<file path="src/rtl/sbd_pkg.sv">
// shared types, constants and control structs of the serial clock divider search
// no dependencies
`timescale 1ns / 1ps

package sbd_pkg;

  localparam int DATA_W      = 32;
  localparam int STEPS       = 16;
  localparam int CODE_W      = $clog2(STEPS);
  localparam int DIV_W       = CODE_W + 1;
  localparam int BIT_CNT_W   = $clog2(DATA_W);

  typedef logic [DATA_W-1:0] rate_t;
  typedef logic [CODE_W-1:0] code_t;
  typedef logic [DIV_W-1:0]  dvsr_t;
  typedef logic [BIT_CNT_W-1:0] bit_cnt_t;

  localparam rate_t ALL_ONES      = '1;
  localparam rate_t SRC_CLK_RESET = rate_t'(60000000);
  localparam code_t CODE_LAST     = code_t'(STEPS - 1);
  localparam bit_cnt_t BIT_LAST   = bit_cnt_t'(DATA_W - 1);

  typedef enum logic [2:0] {
    S_IDLE,
    S_DIV,
    S_SCAN,
    S_OUT
  } state_t;

  typedef struct packed {
    logic load;
    logic div_start;
    logic div_step;
    logic scan_step;
    logic code_inc;
    logic out_load;
  } cmd_t;

  typedef struct packed {
    logic div_last;
    logic scan_last;
    logic code_last;
    logic hit;
    logic out_busy;
  } dp_flags_t;

endpackage

</file>
<file path="src/rtl/sbd_in_if.sv">
// request channel carrying one requested serial clock rate
// depends on sbd_pkg
`timescale 1ns / 1ps

interface sbd_in_if import sbd_pkg::*; ();
  logic  valid;
  logic  ready;
  rate_t target_rate_hz;

  modport source (output valid, output target_rate_hz, input ready);
  modport sink (input valid, input target_rate_hz, output ready);
endinterface

</file>
<file path="src/rtl/sbd_out_if.sv">
// result channel carrying the chosen pre and post divider settings
// depends on sbd_pkg
`timescale 1ns / 1ps

interface sbd_out_if import sbd_pkg::*; ();
  logic  valid;
  logic  ready;
  code_t pre_divider_code;
  code_t post_divider_exponent;

  modport source (output valid, output pre_divider_code, output post_divider_exponent,
                  input ready);
  modport sink (input valid, input pre_divider_code, input post_divider_exponent,
                output ready);
endinterface

</file>
<file path="src/rtl/sbd_cfg_if.sv">
// configuration write channel for the source clock frequency register
// depends on sbd_pkg
`timescale 1ns / 1ps

interface sbd_cfg_if import sbd_pkg::*; ();
  logic  valid;
  logic  ready;
  rate_t source_clock_hz;

  modport source (output valid, output source_clock_hz, input ready);
  modport sink (input valid, input source_clock_hz, output ready);
endinterface

</file>
<file path="src/rtl/spi_baud_divider_search_unit.sv">
// top level of the serial clock divider search: controller plus datapath
// depends on sbd_pkg, sbd_in_if, sbd_out_if, sbd_cfg_if, sbd_ctrl, sbd_dp
`timescale 1ns / 1ps

// Finds the pre-divider code (divide by 1..16) and power-of-two post exponent
// (0..15) whose rate, floor(source / pre) >> exponent, lies closest to the
// requested rate; ties keep the lowest code, then the lowest exponent, and an
// exact match ends the search at once. One request is worked on at a time.
// Each pre-divider runs through the bit-serial divider (one quotient bit per
// cycle) and then through the error compares (one exponent per cycle), one
// pre-divider after another. The result sits in an output register, so a new
// request is taken while the previous result still waits. The source clock
// register resets to 60 MHz and is always ready for writes; write it only
// while no request is in flight.

module spi_baud_divider_search_unit import sbd_pkg::*; (
  input logic clk,
  input logic rst_n,
  sbd_in_if.sink    in_req,
  sbd_out_if.source out_res,
  sbd_cfg_if.sink   cfg_wr
);

  cmd_t      cmd;
  dp_flags_t status;
  logic      in_ready;
  logic      out_valid;
  code_t     out_code;
  code_t     out_exp;

  assign in_req.ready = in_ready;
  assign cfg_wr.ready = 1'b1;
  assign out_res.valid = out_valid;
  assign out_res.pre_divider_code = out_code;
  assign out_res.post_divider_exponent = out_exp;

  sbd_ctrl u_ctrl (
    .clk      (clk),
    .rst_n    (rst_n),
    .in_valid (in_req.valid),
    .in_ready (in_ready),
    .status   (status),
    .cmd      (cmd)
  );

  sbd_dp u_dp (
    .clk            (clk),
    .rst_n          (rst_n),
    .cmd            (cmd),
    .status         (status),
    .target_rate_hz (in_req.target_rate_hz),
    .cfg_we         (cfg_wr.valid),
    .cfg_data       (cfg_wr.source_clock_hz),
    .out_valid      (out_valid),
    .out_ready      (out_res.ready),
    .out_code       (out_code),
    .out_exp        (out_exp)
  );

  // a request in work blocks the next one
  a_one_in_flight: assert property (@(posedge clk) disable iff (!rst_n)
    in_req.valid && in_req.ready |=> !in_req.ready)
    else $error("request accepted while previous one still in work");

  // a result is never loaded over one not yet taken
  a_no_overwrite: assert property (@(posedge clk) disable iff (!rst_n)
    cmd.out_load |-> !(out_res.valid && !out_res.ready))
    else $error("pending result overwritten");

  // a divide step never shares a cycle with a scan step, a result load or request acceptance
  a_phase_excl: assert property (@(posedge clk) disable iff (!rst_n)
    cmd.div_step |-> !cmd.scan_step && !cmd.out_load && !in_req.ready)
    else $error("divider step overlaps another phase");

endmodule

</file>
<file path="src/rtl/sbd_ctrl.sv">
// controller state machine sequencing divide, scan and result phases per request
// depends on sbd_pkg
`timescale 1ns / 1ps

module sbd_ctrl import sbd_pkg::*; (
  input  logic      clk,
  input  logic      rst_n,
  input  logic      in_valid,
  output logic      in_ready,
  input  dp_flags_t status,
  output cmd_t      cmd
);

  state_t state_r;
  state_t state_nxt;

  always_ff @(posedge clk) begin
    if (!rst_n) begin
      state_r <= S_IDLE;
    end else begin
      state_r <= state_nxt;
    end
  end

  always_comb begin
    state_nxt = state_r;
    case (state_r)
      S_IDLE: begin
        if (in_valid) begin
          state_nxt = S_DIV;
        end
      end
      S_DIV: begin
        if (status.div_last) begin
          state_nxt = S_SCAN;
        end
      end
      S_SCAN: begin
        if (status.hit || (status.scan_last && status.code_last)) begin
          state_nxt = S_OUT;
        end else if (status.scan_last) begin
          state_nxt = S_DIV;
        end
      end
      S_OUT: begin
        if (!status.out_busy) begin
          state_nxt = S_IDLE;
        end
      end
      default: state_nxt = S_IDLE;
    endcase
  end

  always_comb begin
    cmd      = '0;
    in_ready = 1'b0;
    case (state_r)
      S_IDLE: begin
        in_ready = 1'b1;
        if (in_valid) begin
          cmd.load      = 1'b1;
          cmd.div_start = 1'b1;
        end
      end
      S_DIV: begin
        cmd.div_step = 1'b1;
      end
      S_SCAN: begin
        cmd.scan_step = 1'b1;
        if (status.scan_last && !status.code_last && !status.hit) begin
          cmd.code_inc  = 1'b1;
          cmd.div_start = 1'b1;
        end
      end
      S_OUT: begin
        cmd.out_load = !status.out_busy;
      end
      default: begin
        cmd = '0;
      end
    endcase
  end

endmodule

</file>
<file path="src/rtl/sbd_dp.sv">
// datapath: source clock register, bit-serial divider, error scan and result register
// depends on sbd_pkg
`timescale 1ns / 1ps

module sbd_dp import sbd_pkg::*; (
  input  logic      clk,
  input  logic      rst_n,
  input  cmd_t      cmd,
  output dp_flags_t status,
  input  rate_t     target_rate_hz,
  input  logic      cfg_we,
  input  rate_t     cfg_data,
  output logic      out_valid,
  input  logic      out_ready,
  output code_t     out_code,
  output code_t     out_exp
);

  rate_t    src_clk_r,  src_clk_nxt;
  rate_t    target_r,   target_nxt;
  rate_t    dvd_r,      dvd_nxt;
  dvsr_t    rem_r,      rem_nxt;
  bit_cnt_t bit_cnt_r,  bit_cnt_nxt;
  code_t    code_r,     code_nxt;
  code_t    exp_r,      exp_nxt;
  rate_t    best_err_r, best_err_nxt;
  code_t    best_code_r, best_code_nxt;
  code_t    best_exp_r, best_exp_nxt;
  logic     out_valid_r, out_valid_nxt;
  code_t    out_code_r, out_code_nxt;
  code_t    out_exp_r,  out_exp_nxt;

  dvsr_t              divisor;
  logic [DIV_W:0]     rem_sh;
  logic               q_bit;
  rate_t              err;

  assign divisor = dvsr_t'(code_r) + dvsr_t'(1);
  assign rem_sh  = {rem_r, dvd_r[DATA_W-1]};
  assign q_bit   = (rem_sh >= {1'b0, divisor});
  assign err     = (dvd_r > target_r) ? (dvd_r - target_r) : (target_r - dvd_r);

  always_comb begin
    src_clk_nxt   = cfg_we ? cfg_data : src_clk_r;
    target_nxt    = target_r;
    dvd_nxt       = dvd_r;
    rem_nxt       = rem_r;
    bit_cnt_nxt   = bit_cnt_r;
    code_nxt      = code_r;
    exp_nxt       = exp_r;
    best_err_nxt  = best_err_r;
    best_code_nxt = best_code_r;
    best_exp_nxt  = best_exp_r;
    out_valid_nxt = out_valid_r & ~out_ready;
    out_code_nxt  = out_code_r;
    out_exp_nxt   = out_exp_r;

    if (cmd.load) begin
      target_nxt    = target_rate_hz;
      code_nxt      = '0;
      best_err_nxt  = ALL_ONES;
      best_code_nxt = '0;
      best_exp_nxt  = '0;
    end
    if (cmd.code_inc) begin
      code_nxt = code_r + code_t'(1);
    end
    if (cmd.div_start) begin
      dvd_nxt     = src_clk_r;
      rem_nxt     = '0;
      bit_cnt_nxt = '0;
      exp_nxt     = '0;
    end
    if (cmd.div_step) begin
      // restoring division, one quotient bit per cycle
      rem_nxt     = q_bit ? DIV_W'(rem_sh - {1'b0, divisor}) : DIV_W'(rem_sh);
      dvd_nxt     = {dvd_r[DATA_W-2:0], q_bit};
      bit_cnt_nxt = bit_cnt_r + bit_cnt_t'(1);
    end
    if (cmd.scan_step) begin
      if (err < best_err_r) begin
        best_err_nxt  = err;
        best_code_nxt = code_r;
        best_exp_nxt  = exp_r;
      end
      if (!cmd.div_start) begin
        dvd_nxt = dvd_r >> 1;
        exp_nxt = exp_r + code_t'(1);
      end
    end
    if (cmd.out_load) begin
      out_valid_nxt = 1'b1;
      out_code_nxt  = best_code_nxt;
      out_exp_nxt   = best_exp_nxt;
    end
  end

  always_ff @(posedge clk) begin
    if (!rst_n) begin
      src_clk_r   <= SRC_CLK_RESET;
      out_valid_r <= 1'b0;
      bit_cnt_r   <= '0;
      code_r      <= '0;
      exp_r       <= '0;
    end else begin
      src_clk_r   <= src_clk_nxt;
      out_valid_r <= out_valid_nxt;
      bit_cnt_r   <= bit_cnt_nxt;
      code_r      <= code_nxt;
      exp_r       <= exp_nxt;
    end
  end

  always_ff @(posedge clk) begin
    target_r    <= target_nxt;
    dvd_r       <= dvd_nxt;
    rem_r       <= rem_nxt;
    best_err_r  <= best_err_nxt;
    best_code_r <= best_code_nxt;
    best_exp_r  <= best_exp_nxt;
    out_code_r  <= out_code_nxt;
    out_exp_r   <= out_exp_nxt;
  end

  always_comb begin
    status.div_last  = (bit_cnt_r == BIT_LAST);
    status.scan_last = (exp_r == CODE_LAST);
    status.code_last = (code_r == CODE_LAST);
    status.hit       = (err == '0);
    status.out_busy  = out_valid_r & ~out_ready;
  end

  assign out_valid = out_valid_r;
  assign out_code  = out_code_r;
  assign out_exp   = out_exp_r;

endmodule
</file>
<file path="src/flat_wrapper.sv">
// flat-port wrapper written by rule: the top's interface ports become plain ports
module spi_baud_divider_search_unit_flat import sbd_pkg::*;
  (clk, rst_n, in_req_valid, in_req_target_rate_hz, in_req_ready, out_res_valid, out_res_pre_divider_code, out_res_post_divider_exponent, out_res_ready, cfg_wr_valid, cfg_wr_source_clock_hz, cfg_wr_ready);
  sbd_in_if in_req_i ();
  sbd_out_if out_res_i ();
  sbd_cfg_if cfg_wr_i ();
  input logic clk;
  input logic rst_n;
  input wire logic [$bits(in_req_i.valid)-1:0] in_req_valid;
  input wire logic [$bits(in_req_i.target_rate_hz)-1:0] in_req_target_rate_hz;
  output wire logic [$bits(in_req_i.ready)-1:0] in_req_ready;
  output wire logic [$bits(out_res_i.valid)-1:0] out_res_valid;
  output wire logic [$bits(out_res_i.pre_divider_code)-1:0] out_res_pre_divider_code;
  output wire logic [$bits(out_res_i.post_divider_exponent)-1:0] out_res_post_divider_exponent;
  input wire logic [$bits(out_res_i.ready)-1:0] out_res_ready;
  input wire logic [$bits(cfg_wr_i.valid)-1:0] cfg_wr_valid;
  input wire logic [$bits(cfg_wr_i.source_clock_hz)-1:0] cfg_wr_source_clock_hz;
  output wire logic [$bits(cfg_wr_i.ready)-1:0] cfg_wr_ready;
  assign in_req_i.valid = in_req_valid;
  assign in_req_i.target_rate_hz = in_req_target_rate_hz;
  assign in_req_ready = in_req_i.ready;
  assign out_res_valid = out_res_i.valid;
  assign out_res_pre_divider_code = out_res_i.pre_divider_code;
  assign out_res_post_divider_exponent = out_res_i.post_divider_exponent;
  assign out_res_i.ready = out_res_ready;
  assign cfg_wr_i.valid = cfg_wr_valid;
  assign cfg_wr_i.source_clock_hz = cfg_wr_source_clock_hz;
  assign cfg_wr_ready = cfg_wr_i.ready;
  spi_baud_divider_search_unit u_core (.clk(clk), .rst_n(rst_n), .in_req(in_req_i), .out_res(out_res_i), .cfg_wr(cfg_wr_i));
endmodule
</file>
<file path="config.mk">
export PLATFORM = sky130hd
export DESIGN_NAME = spi_baud_divider_search_unit_flat
export DESIGN_NICKNAME = d
export VERILOG_FILES = /design/src/rtl/sbd_pkg.sv /design/src/rtl/sbd_in_if.sv /design/src/rtl/sbd_out_if.sv /design/src/rtl/sbd_cfg_if.sv /design/src/rtl/spi_baud_divider_search_unit.sv /design/src/rtl/sbd_ctrl.sv /design/src/rtl/sbd_dp.sv /design/src/flat_wrapper.sv
export SDC_FILE = /design/constraint.sdc
export NUM_CORES = 1
export LEC_CHECK = 0
export BUFFER_PORTS_ARGS = -buffer_cell sky130_fd_sc_hd__buf_2
export CAP_MARGIN = 20
export CORE_MARGIN = 1
export CORE_UTILIZATION = 50
export CTS_BUF_LIST = sky130_fd_sc_hd__clkbuf_8
export CTS_CLUSTER_DIAMETER = 30
export CTS_CLUSTER_SIZE = 25
export DETAILED_ROUTE_END_ITERATION = 8
export PLACE_DENSITY = 0.68
export SLEW_MARGIN = 25
export SYNTH_ARGS = -nofsm -noshare
export SYNTH_HDL_FRONTEND = slang
export SYNTH_SLANG_ARGS = --single-unit
export TNS_END_PERCENT = 50
</file>
<file path="constraint.sdc">
create_clock -name clk -period 6.5 [get_ports clk]
set_clock_uncertainty 0.1 [all_clocks]
set_input_delay 0.975 -clock clk [delete_from_list [all_inputs] [get_ports clk]]
set_output_delay 0.975 -clock clk [all_outputs]
set_load 0.05 [all_outputs]
</file>
==> reports/metrics.yaml, run 1 <==
routed_via_density: 6.00
place.gp.congestion: 0.976
synth.distinct_cells: 86
crit_type: "reg -> reg"
synth_nets: 1645
finalSetupTns_ns: 0
hp-class: "reg -> reg"
synth_edf_count: 45
drive_above_1_share_pct: 17.1
worstRegToRegCells: 25
fmax_mhz: 172
power.density_nw_per_um2: 318
rr_startpoint: "u_core.u_dp.target_r[0]$_DFFE_PP_"
crit_path_start_kind: "flip-flop"
n_antenna_cell: 0
seq_area_um2: 3750
post-route-period-util_pct: 89.4
pwr-share-clk_pct: 17.9
cts_num_sinks: 165
drt_iter0_markers: 1105
slowest_stage: "a221oi_1"
synth-warning-count: 0
root_buffer: "clkbuf_8"
syn_to_final_growth_pct: 7.22
path_buf_inv: 4
worst_slew_pin_slew_ns: 0.957
syn_area_per_cell_um2: 8.65
switchingPower_uw: 2040
synthCells: 1470
fin_util_pct: 55.4
cts_tree: "done"
die_area_um2: 26100
slowest_delay_ns: 0.53
antenna_found_initial: 0
die_w_um: 161
hold_viol: 0
cts.htree.levels: 4
cts_buffers: 17
grt_pass1_vias: 10400
ys.flop_type: "dfxtp_1"
grt_pass1_wl_um: 55500
design_area_um2: 13600
switching_share_pct: 47.1
hold_buffers: 0
clk_latency_ns: 0.47
seqPwrFrac_pct: 29.3
period_needed_ns: 5.81
wire_per_inst_um: 18.9
track_usage_pct: 26.9
comb_power_share_pct: 52.8
num_io_pins: 80
drv_slew: 0
cts_buffer_depth: 2
drc: 0
regToRegSetupSlack_ns: 0.69
die_h_um: 161
grt_overflow_total: 0
num_rows: 57
ys_ff_latch: 165
dr.pass1.iters: 6
async_flop_share_pct: 0
p_leak_uw: 0.00598
postCtsSetupBuffers: 0
path_depth: 25
fin_hold_ws_ns: 0.369
worstPathArrival_ns: 6.07
relSlewSlack_pct: 36.2
routed_wl_um: 34800
hpwl_um: 26600
fin_nets: 1681
nFillCells: 2304
core_region_area_um2: 24600
timing.rr.end: "u_core.u_dp.best_err_r[10]$_DFF_P_"
rsz0062_at_grt: "false"
ir_drop_v: 0.000149
ant_nets: 0
power_uw: 4340
outcome: "completed"
path_clk_slew_ns: 0.11
p_int_uw: 2300
multi_input_area_um2: 7950
cts_resized: 0
worstSetupEndpointType: "flip-flop"
setup-violations-final: 0
cp_top_family: "compound AO/OA/AOI/OAI gates"
syn_area_um2: 12700
required_ns: 6.76
yosysSeqAreaShare_pct: 29.5
io_buffer_count: 78
start_util_pct: 51.7
grt_max_degree: 61
crit_end: "u_core.u_dp.best_err_r[10]$_DFF_P_"
vias: 11100
cp-startpoint: "u_core.u_dp.target_r[0]$_DFFE_PP_"
dpl_cell_area_um2: 13200
cap_violations: 0
path_max_fanout: 22
## cell usage after synthesis, types with 8 or more instances
cell type,n,area (um^2)
o211ai_1,8,60.1
o21ai_0,61,305
edfxtp_1,45,1350
o21a_1,14,105
nor2_1,90,338
buf_2,20,100
dfxtp_1,120,2400
and3_1,8,50.1
nand4_1,23,144
o22ai_1,33,206
nand2_1,181,679
xor2_1,12,105
nand2b_1,13,81.3
ha_1,103,1290
inv_1,139,522
or3_1,11,68.8
nor3_1,13,65.1
a41oi_2,29,472
a221oi_1,11,96.3
a31oi_1,10,62.6
mux2_2,21,236
o31ai_1,10,75.1
a21oi_1,91,455
nor2b_1,15,93.8
a211oi_1,13,97.6
nand3_1,48,240
clkbuf_1,42,158
mux2i_1,66,661
mux2_4,28,420
a21o_1,18,135
xnor2_1,21,184
buf_6,16,180
## metrics by stage
stage	setup WS, ns	std cells
finish	0.692	1843
global route	0.242	1843
CTS	0.736	1843
detailed placement	0.780	1811
global placement	0.770	1811
floorplan	1.32	1470
## power groups by stage
| stage | logic, uW | registers (uW) | clock network [uW] |
|---|---|---|---|
| final | 2290 | 1270 | 776 |
| after global routing | 2490 | 1280 | 840 |
| after CTS | 2250 | 1260 | 801 |
| after detailed placement | 2240 | 1290 | 0 |
| after global placement | 2230 | 1280 | 0 |
| after floorplan | 1680 | 1240 | 0 |
## per-layer routing
| metal | vias up | GRT usage (%) | part of all wire [%] |
|---|---|---|---|
| li1 | 5358 | - | - |
| met1 | 5238 | 38.7 | 48 |
| met2 | 419 | 41.7 | 44 |
| met3 | 38 | 4.65 | 7.1 |
| met4 | 0 | 6.30 | 1.3 |
| met5 | - | 0 | 0 |
## worst register-to-register path, stage by stage (launching register included)
cell      delay [ns]
edfxtp_1        0.48
inv_1           0.09
ha_1            0.19
inv_1           0.07
fa_1            0.45
a31oi_1         0.39
o221a_2         0.33
o21ai_0         0.25
a221oi_1        0.53
a21oi_1         0.15
xnor2_1         0.31
inv_1           0.08
ha_1            0.18
a21oi_1         0.12
nor2b_1         0.05
o21ai_0         0.14
nand2b_1        0.07
a21oi_1         0.14
nor2b_1         0.05
o21ai_0         0.13
nand2b_1        0.07
a211oi_1        0.24
o31ai_1         0.15
a21oi_4         0.18
buf_4           0.34
mux2_2          0.39
## layout by cell type, fill, tap and decap left out, drive strengths merged, types with 13 or more instances in the layout
| cell type | instances |
|---|---|
| a211oi | 13 |
| a21o | 18 |
| a21oi | 98 |
| a41oi | 31 |
| buf | 106 |
| clkbuf | 17 |
| dfxtp | 120 |
| edfxtp | 45 |
| ha | 103 |
| inv | 147 |
| mux2 | 49 |
| mux2i | 66 |
| nand2 | 182 |
| nand2b | 13 |
| nand3 | 48 |
| nand4 | 25 |
| nor2 | 91 |
| nor2b | 15 |
| nor3 | 16 |
| o21a | 14 |
| o21ai | 69 |
| o22ai | 33 |
| o31ai | 13 |
| xnor2 | 22 |
## cells by family (layout without fill, tap and decap cells)
group / count (synthesis) / count (layout) / synth area share [%]
multiplexers: 115 / 115 / 10.4
flip-flops: 165 / 165 / 29.5
other: 1 / 1 / 0.0295
AND/OR/NAND/NOR: 446 / 446 / 17.0
adder cells (fa/ha/maj): 106 / 106 / 10.6
AO/OA/AOI/OAI: 374 / 374 / 22.0
XOR/XNOR: 34 / 34 / 2.40
buffers and inverters: 229 / 278 / 8.11
## final cells by class
cell class,instances,area share (%)
repair buffers,106,4.41
clock buffers,17,1.72
inverters,140,3.86
well taps,324,2.97
flip-flops and latches,165,27.5
clock inverters,15,1.19
multi-input cells,1076,58.3
## worst min path at each step
stage | startpoint | cells past startpoint | to | slack, ns
CTS | u_core.u_dp.best_exp_r[2]$_DFF_P_ | 2 | u_core.u_dp.best_exp_r[2]$_DFF_P_ | 0.37
floorplan | u_core.u_dp.best_code_r[0]$_DFF_P_ | 2 | u_core.u_dp.best_code_r[0]$_DFF_P_ | 0.34
detailed placement | u_core.u_dp.best_code_r[2]$_DFF_P_ | 2 | u_core.u_dp.best_code_r[2]$_DFF_P_ | 0.36
finish | u_core.u_dp.best_exp_r[2]$_DFF_P_ | 2 | u_core.u_dp.best_exp_r[2]$_DFF_P_ | 0.37
global placement | u_core.u_dp.best_exp_r[1]$_DFF_P_ | 2 | u_core.u_dp.best_exp_r[1]$_DFF_P_ | 0.34
global route | u_core.u_dp.best_exp_r[0]$_DFF_P_ | 2 | u_core.u_dp.best_exp_r[0]$_DFF_P_ | 0.39
## registers in the layout (all words and copies together), names as in the netlist
register and count:
u_core.u_ctrl.state_r 2, u_core.u_dp.best_code_r 4, u_core.u_dp.best_err_r 32, u_core.u_dp.best_exp_r 4
u_core.u_dp.bit_cnt_r 5, u_core.u_dp.code_r 4, u_core.u_dp.dvd_r 32, u_core.u_dp.exp_r 4
u_core.u_dp.out_code 4, u_core.u_dp.out_exp 4, u_core.u_dp.out_valid 1, u_core.u_dp.rem_r 5
u_core.u_dp.src_clk_r 32, u_core.u_dp.target_r 32
Note: power is estimated with default switching activity, not from simulation.
==> inputs of run 2 (changes only) <==
--- a/config.mk
+++ b/config.mk
@@ -5,15 +5,17 @@
 export SDC_FILE = /design/constraint.sdc
 export NUM_CORES = 1
 export LEC_CHECK = 0
+export ABC_AREA = 1
 export BUFFER_PORTS_ARGS = -buffer_cell sky130_fd_sc_hd__buf_2
 export CAP_MARGIN = 20
 export CORE_MARGIN = 1
-export CORE_UTILIZATION = 50
+export CORE_UTILIZATION = 55
 export CTS_BUF_LIST = sky130_fd_sc_hd__clkbuf_8
 export CTS_CLUSTER_DIAMETER = 30
 export CTS_CLUSTER_SIZE = 25
 export DETAILED_ROUTE_END_ITERATION = 8
-export PLACE_DENSITY = 0.68
+export HOLD_SLACK_MARGIN = 0.05
+export PLACE_DENSITY = 0.73
 export SLEW_MARGIN = 25
 export SYNTH_ARGS = -nofsm -noshare
 export SYNTH_HDL_FRONTEND = slang
==> run 2 against run 1 <==
The run now ends with DRC left. Via count is 9.2% higher. Core utilization is 5.1 points higher. Clock power hardly changed. Routed wire length is 2.0% lower. Worst setup slack better by 0.24 ns. Global-route usage is 3.4 points higher. Combinational power is 130% higher. Non-clock buffer count is 20 lower. Highest routed layer unchanged.
==> reports/metrics.yaml, run 2 <==
synth_nets: 2070  # was 1,645
io_buffer_count: 78  # unchanged
syn_area_per_cell_um2: 6.54  # was 8.65 um^2
nFillCells: 2160  # was 2,304
grt_max_degree: 56  # was 61
num_rows: 54  # was 57
final_common_cell: "nand2_1"  # unchanged
finalSetupTns_ns: 0  # unchanged
p_leak_uw: 0.00712  # was 0.00598 uW
seq_area_um2: 3750  # unchanged
vias: 12100  # was 11,100
synth_edf_count: 45  # unchanged
cap_violations: 0  # unchanged
fin_util_pct: 60.5  # was 55.4%
crit_top_cell: "nand2_1"
period_needed_ns: 5.57  # was 5.81 ns
ys.flop_type: "dfxtp_1"  # unchanged
routed_wl_um: 34100  # was 34,800 um
comb_power_share_pct: 69.2  # was 52.8%
outcome: "finished, violations left"  # was completed
syn_to_final_growth_pct: 7.17  # was 7.22%
die_w_um: 152  # was 161 um
num_io_pins: 80  # unchanged
drt_iter0_markers: 1023  # was 1,105
die_area_um2: 23100  # was 26,100 um^2
hpwl_um: 26900  # was 26,600 um
drive_above_1_share_pct: 7.79  # was 17.1%
worstPathArrival_ns: 5.81  # was 6.07 ns
synth_top_area_cell: "dfxtp_1"  # unchanged
power.density_nw_per_um2: 577  # was 318 nW/um^2
crit_path_start_kind: "flip-flop"  # unchanged
synthMostInstantiatedCell: "nand2_1"  # unchanged
cts.htree.levels: 4  # unchanged
drv_slew: 0  # unchanged
hold_buffers: 0  # unchanged
n_antenna_cell: 0  # unchanged
mostFrequentLayoutCells: "504 x nand2_1, 331 x inv_1, 175 x nand3_1"  # was 180 x nand2_1, 138 x inv_1, 120 x dfxtp_1
fin_nets: 2114  # was 1,681
syn_area_um2: 12400  # was 12,700 um^2
async_flop_share_pct: 0  # unchanged
postCtsSetupBuffers: 0  # unchanged
ir_drop_v: 0.000192  # was 0.000149 V
rsz0062_at_grt: "false"  # unchanged
die_h_um: 152  # was 161 um
cts_buffer_depth: 2  # unchanged
post-route-period-util_pct: 85.7  # was 89.4%
synth_area_leaders: "dfxtp_1 19%, nand2_1 15%, edfxtp_1 11%, ha_1 10%, inv_1 10%"  # was dfxtp_1 19%, edfxtp_1 11%, ha_1 10%, nand2_1 5.3%, mux2i_1 5.2%
ys_ff_latch: 165  # unchanged
cts_tree: "done"  # unchanged
dr.pass1.iters: 9  # was 6
cts_buffers: 17  # unchanged
design_area_um2: 13300  # was 13,600 um^2
fin_hold_ws_ns: 0.363  # was 0.369 ns
fmax_mhz: 179  # was 172 MHz
wire_per_inst_um: 15.3  # was 18.9 um
root_buffer: "clkbuf_8"  # unchanged
worst_slew_pin_slew_ns: 0.886  # was 0.957 ns
grt_overflow_total: 0  # unchanged
core_region_area_um2: 22000  # was 24,600 um^2
relSlewSlack_pct: 41.0  # was 36.2%
path_max_fanout: 46  # was 22
start_util_pct: 56.4  # was 51.7%
slowest_delay_ns: 0.60  # was 0.53 ns
routed_via_density: 5.41  # was 6.00
p_int_uw: 3390  # was 2300 uW
hp-class: "reg -> reg"  # unchanged
ant_nets: 0  # unchanged
synth-warning-count: 0  # unchanged
synth_top_cell_area_share_pct: 19.4  # was 18.9%
antenna_found_initial: 0  # unchanged
synthCells: 1895  # was 1,470
cp_top_family: "simple AND/OR/NAND/NOR gates"  # was compound AO/OA/AOI/OAI gates
seqPwrFrac_pct: 20.6  # was 29.3%
grt_pass1_vias: 11200  # was 10,400
worstSetupEndpointType: "flip-flop"  # unchanged
cts_resized: 0  # unchanged
pwr-share-clk_pct: 10.1  # was 17.9%
yosysSeqAreaShare_pct: 30.3  # was 29.5%
cts_num_sinks: 165  # unchanged
grt_pass1_wl_um: 56400  # was 55,500 um
switchingPower_uw: 4270  # was 2040 uW
required_ns: 6.74  # was 6.76 ns
clk_latency_ns: 0.48  # was 0.47 ns
crit_type: "reg -> reg"  # unchanged
path_buf_inv: 4  # unchanged
switching_share_pct: 55.7  # was 47.1%
synth.distinct_cells: 47  # was 86
slowest_stage: "nand3_2"  # was a221oi_1
violations: "DRC"
track_usage_pct: 30.3  # was 26.9%
synth.top_cells.by_count: "505 x nand2_1, 332 x inv_1, 176 x nand3_1"  # was 181 x nand2_1, 139 x inv_1, 120 x dfxtp_1
multi_input_area_um2: 7040  # was 7950 um^2
path_clk_slew_ns: 0.11  # about the same
setup-violations-final: 0  # unchanged
place.gp.congestion: 1.03  # was 0.976
drc: 2  # was 0
hold_viol: 0  # unchanged
dpl_cell_area_um2: 12900  # was 13,200 um^2
run 2: changes by cell type in the layout (fill, tap and decap cells not counted), moves of 28 or more:
cell,previous run,this run
mux2_4,28,0
o22ai_1,33,1
nor2_1,90,138
o21ai_0,61,101
a22oi_1,2,31
inv_1,138,331
a41oi_2,29,0
nand2_1,180,504
nand3_1,48,175
a21oi_1,90,151
mux2i_1,66,0
run 2: logic make-up (layout without fill, tap and decap cells):
kind of cell	count (synthesis)	count (layout)	share of synthesized area [%]
buffers and inverters	399	456	12.9
AND/OR/NAND/NOR	881	881	30.1
adder cells (fa/ha/maj)	106	106	10.9
AO/OA/AOI/OAI	318	318	14.0
XOR/XNOR	25	25	1.77
flip-flops	165	165	30.3
other	1	1	0.0303
run 2: per-layer routing:
layer  global-route usage [%]  up-vias  wire [um]
met1                     42.8     5471      16200
met5                        0        -          0
met3                     4.54       37       2360
li1                         -     6159          -
met2                     48.4      401      15000
met4                     7.92        0        574
run 2: path summary, 6_finish.rpt:
path,end,startpoint,slack [ns],depth (start not counted)
hold reg to reg,u_core.u_dp.src_clk_r[19]$_SDFFE_PN0P_,u_core.u_dp.src_clk_r[19]$_SDFFE_PN0P_,0.36,2
setup / recovery,u_core.u_dp.best_err_r[18]$_DFF_P_,u_core.u_dp.dvd_r[0]$_DFF_P_,0.93,27
setup reg to reg,u_core.u_dp.best_err_r[18]$_DFF_P_,u_core.u_dp.dvd_r[0]$_DFF_P_,0.93,27
hold / removal,u_core.u_dp.src_clk_r[19]$_SDFFE_PN0P_,u_core.u_dp.src_clk_r[19]$_SDFFE_PN0P_,0.36,2
run 2: power groups by stage:
stage / clock [uW] / combinational, uW / sequential, uW
after global placement: 0 / 5120 / 1590
final: 777 / 5300 / 1580
after floorplan: 0 / 3920 / 1550
after global routing: 834 / 6020 / 1610
after CTS: 794 / 5230 / 1570
after detailed placement: 0 / 5200 / 1600
run 2: final cells by class:
| cell class | instances | area share [%] |
|---|---|---|
| Clock buffer | 17 | 1.76 |
| Inverter | 338 | 9.56 |
| Tap cell | 280 | 2.64 |
| Clock inverter | 15 | 1.32 |
| Timing Repair Buffer | 86 | 3.39 |
| Multi-Input combinational cell | 1331 | 53.1 |
| Sequential cell | 165 | 28.3 |
run 2: through the flow:
step / setup slack (ns) / total power (uW) / instances
5_1_grt: 0.389 / 8470 / 2232
3_3_place_gp: 1.24 / 6710 / 2200
6_report: 0.928 / 7660 / 2232
2_1_floorplan: 2.59 / 5470 / 1895
4_1_cts: 0.928 / 7600 / 2232
3_5_place_dp: 0.923 / 6800 / 2200
run 2: tightest hold or removal path, stage by stage, from the launching register on:
cell     delay (ns)
dfxtp_1        0.31
inv_1          0.06
a21oi_1        0.06
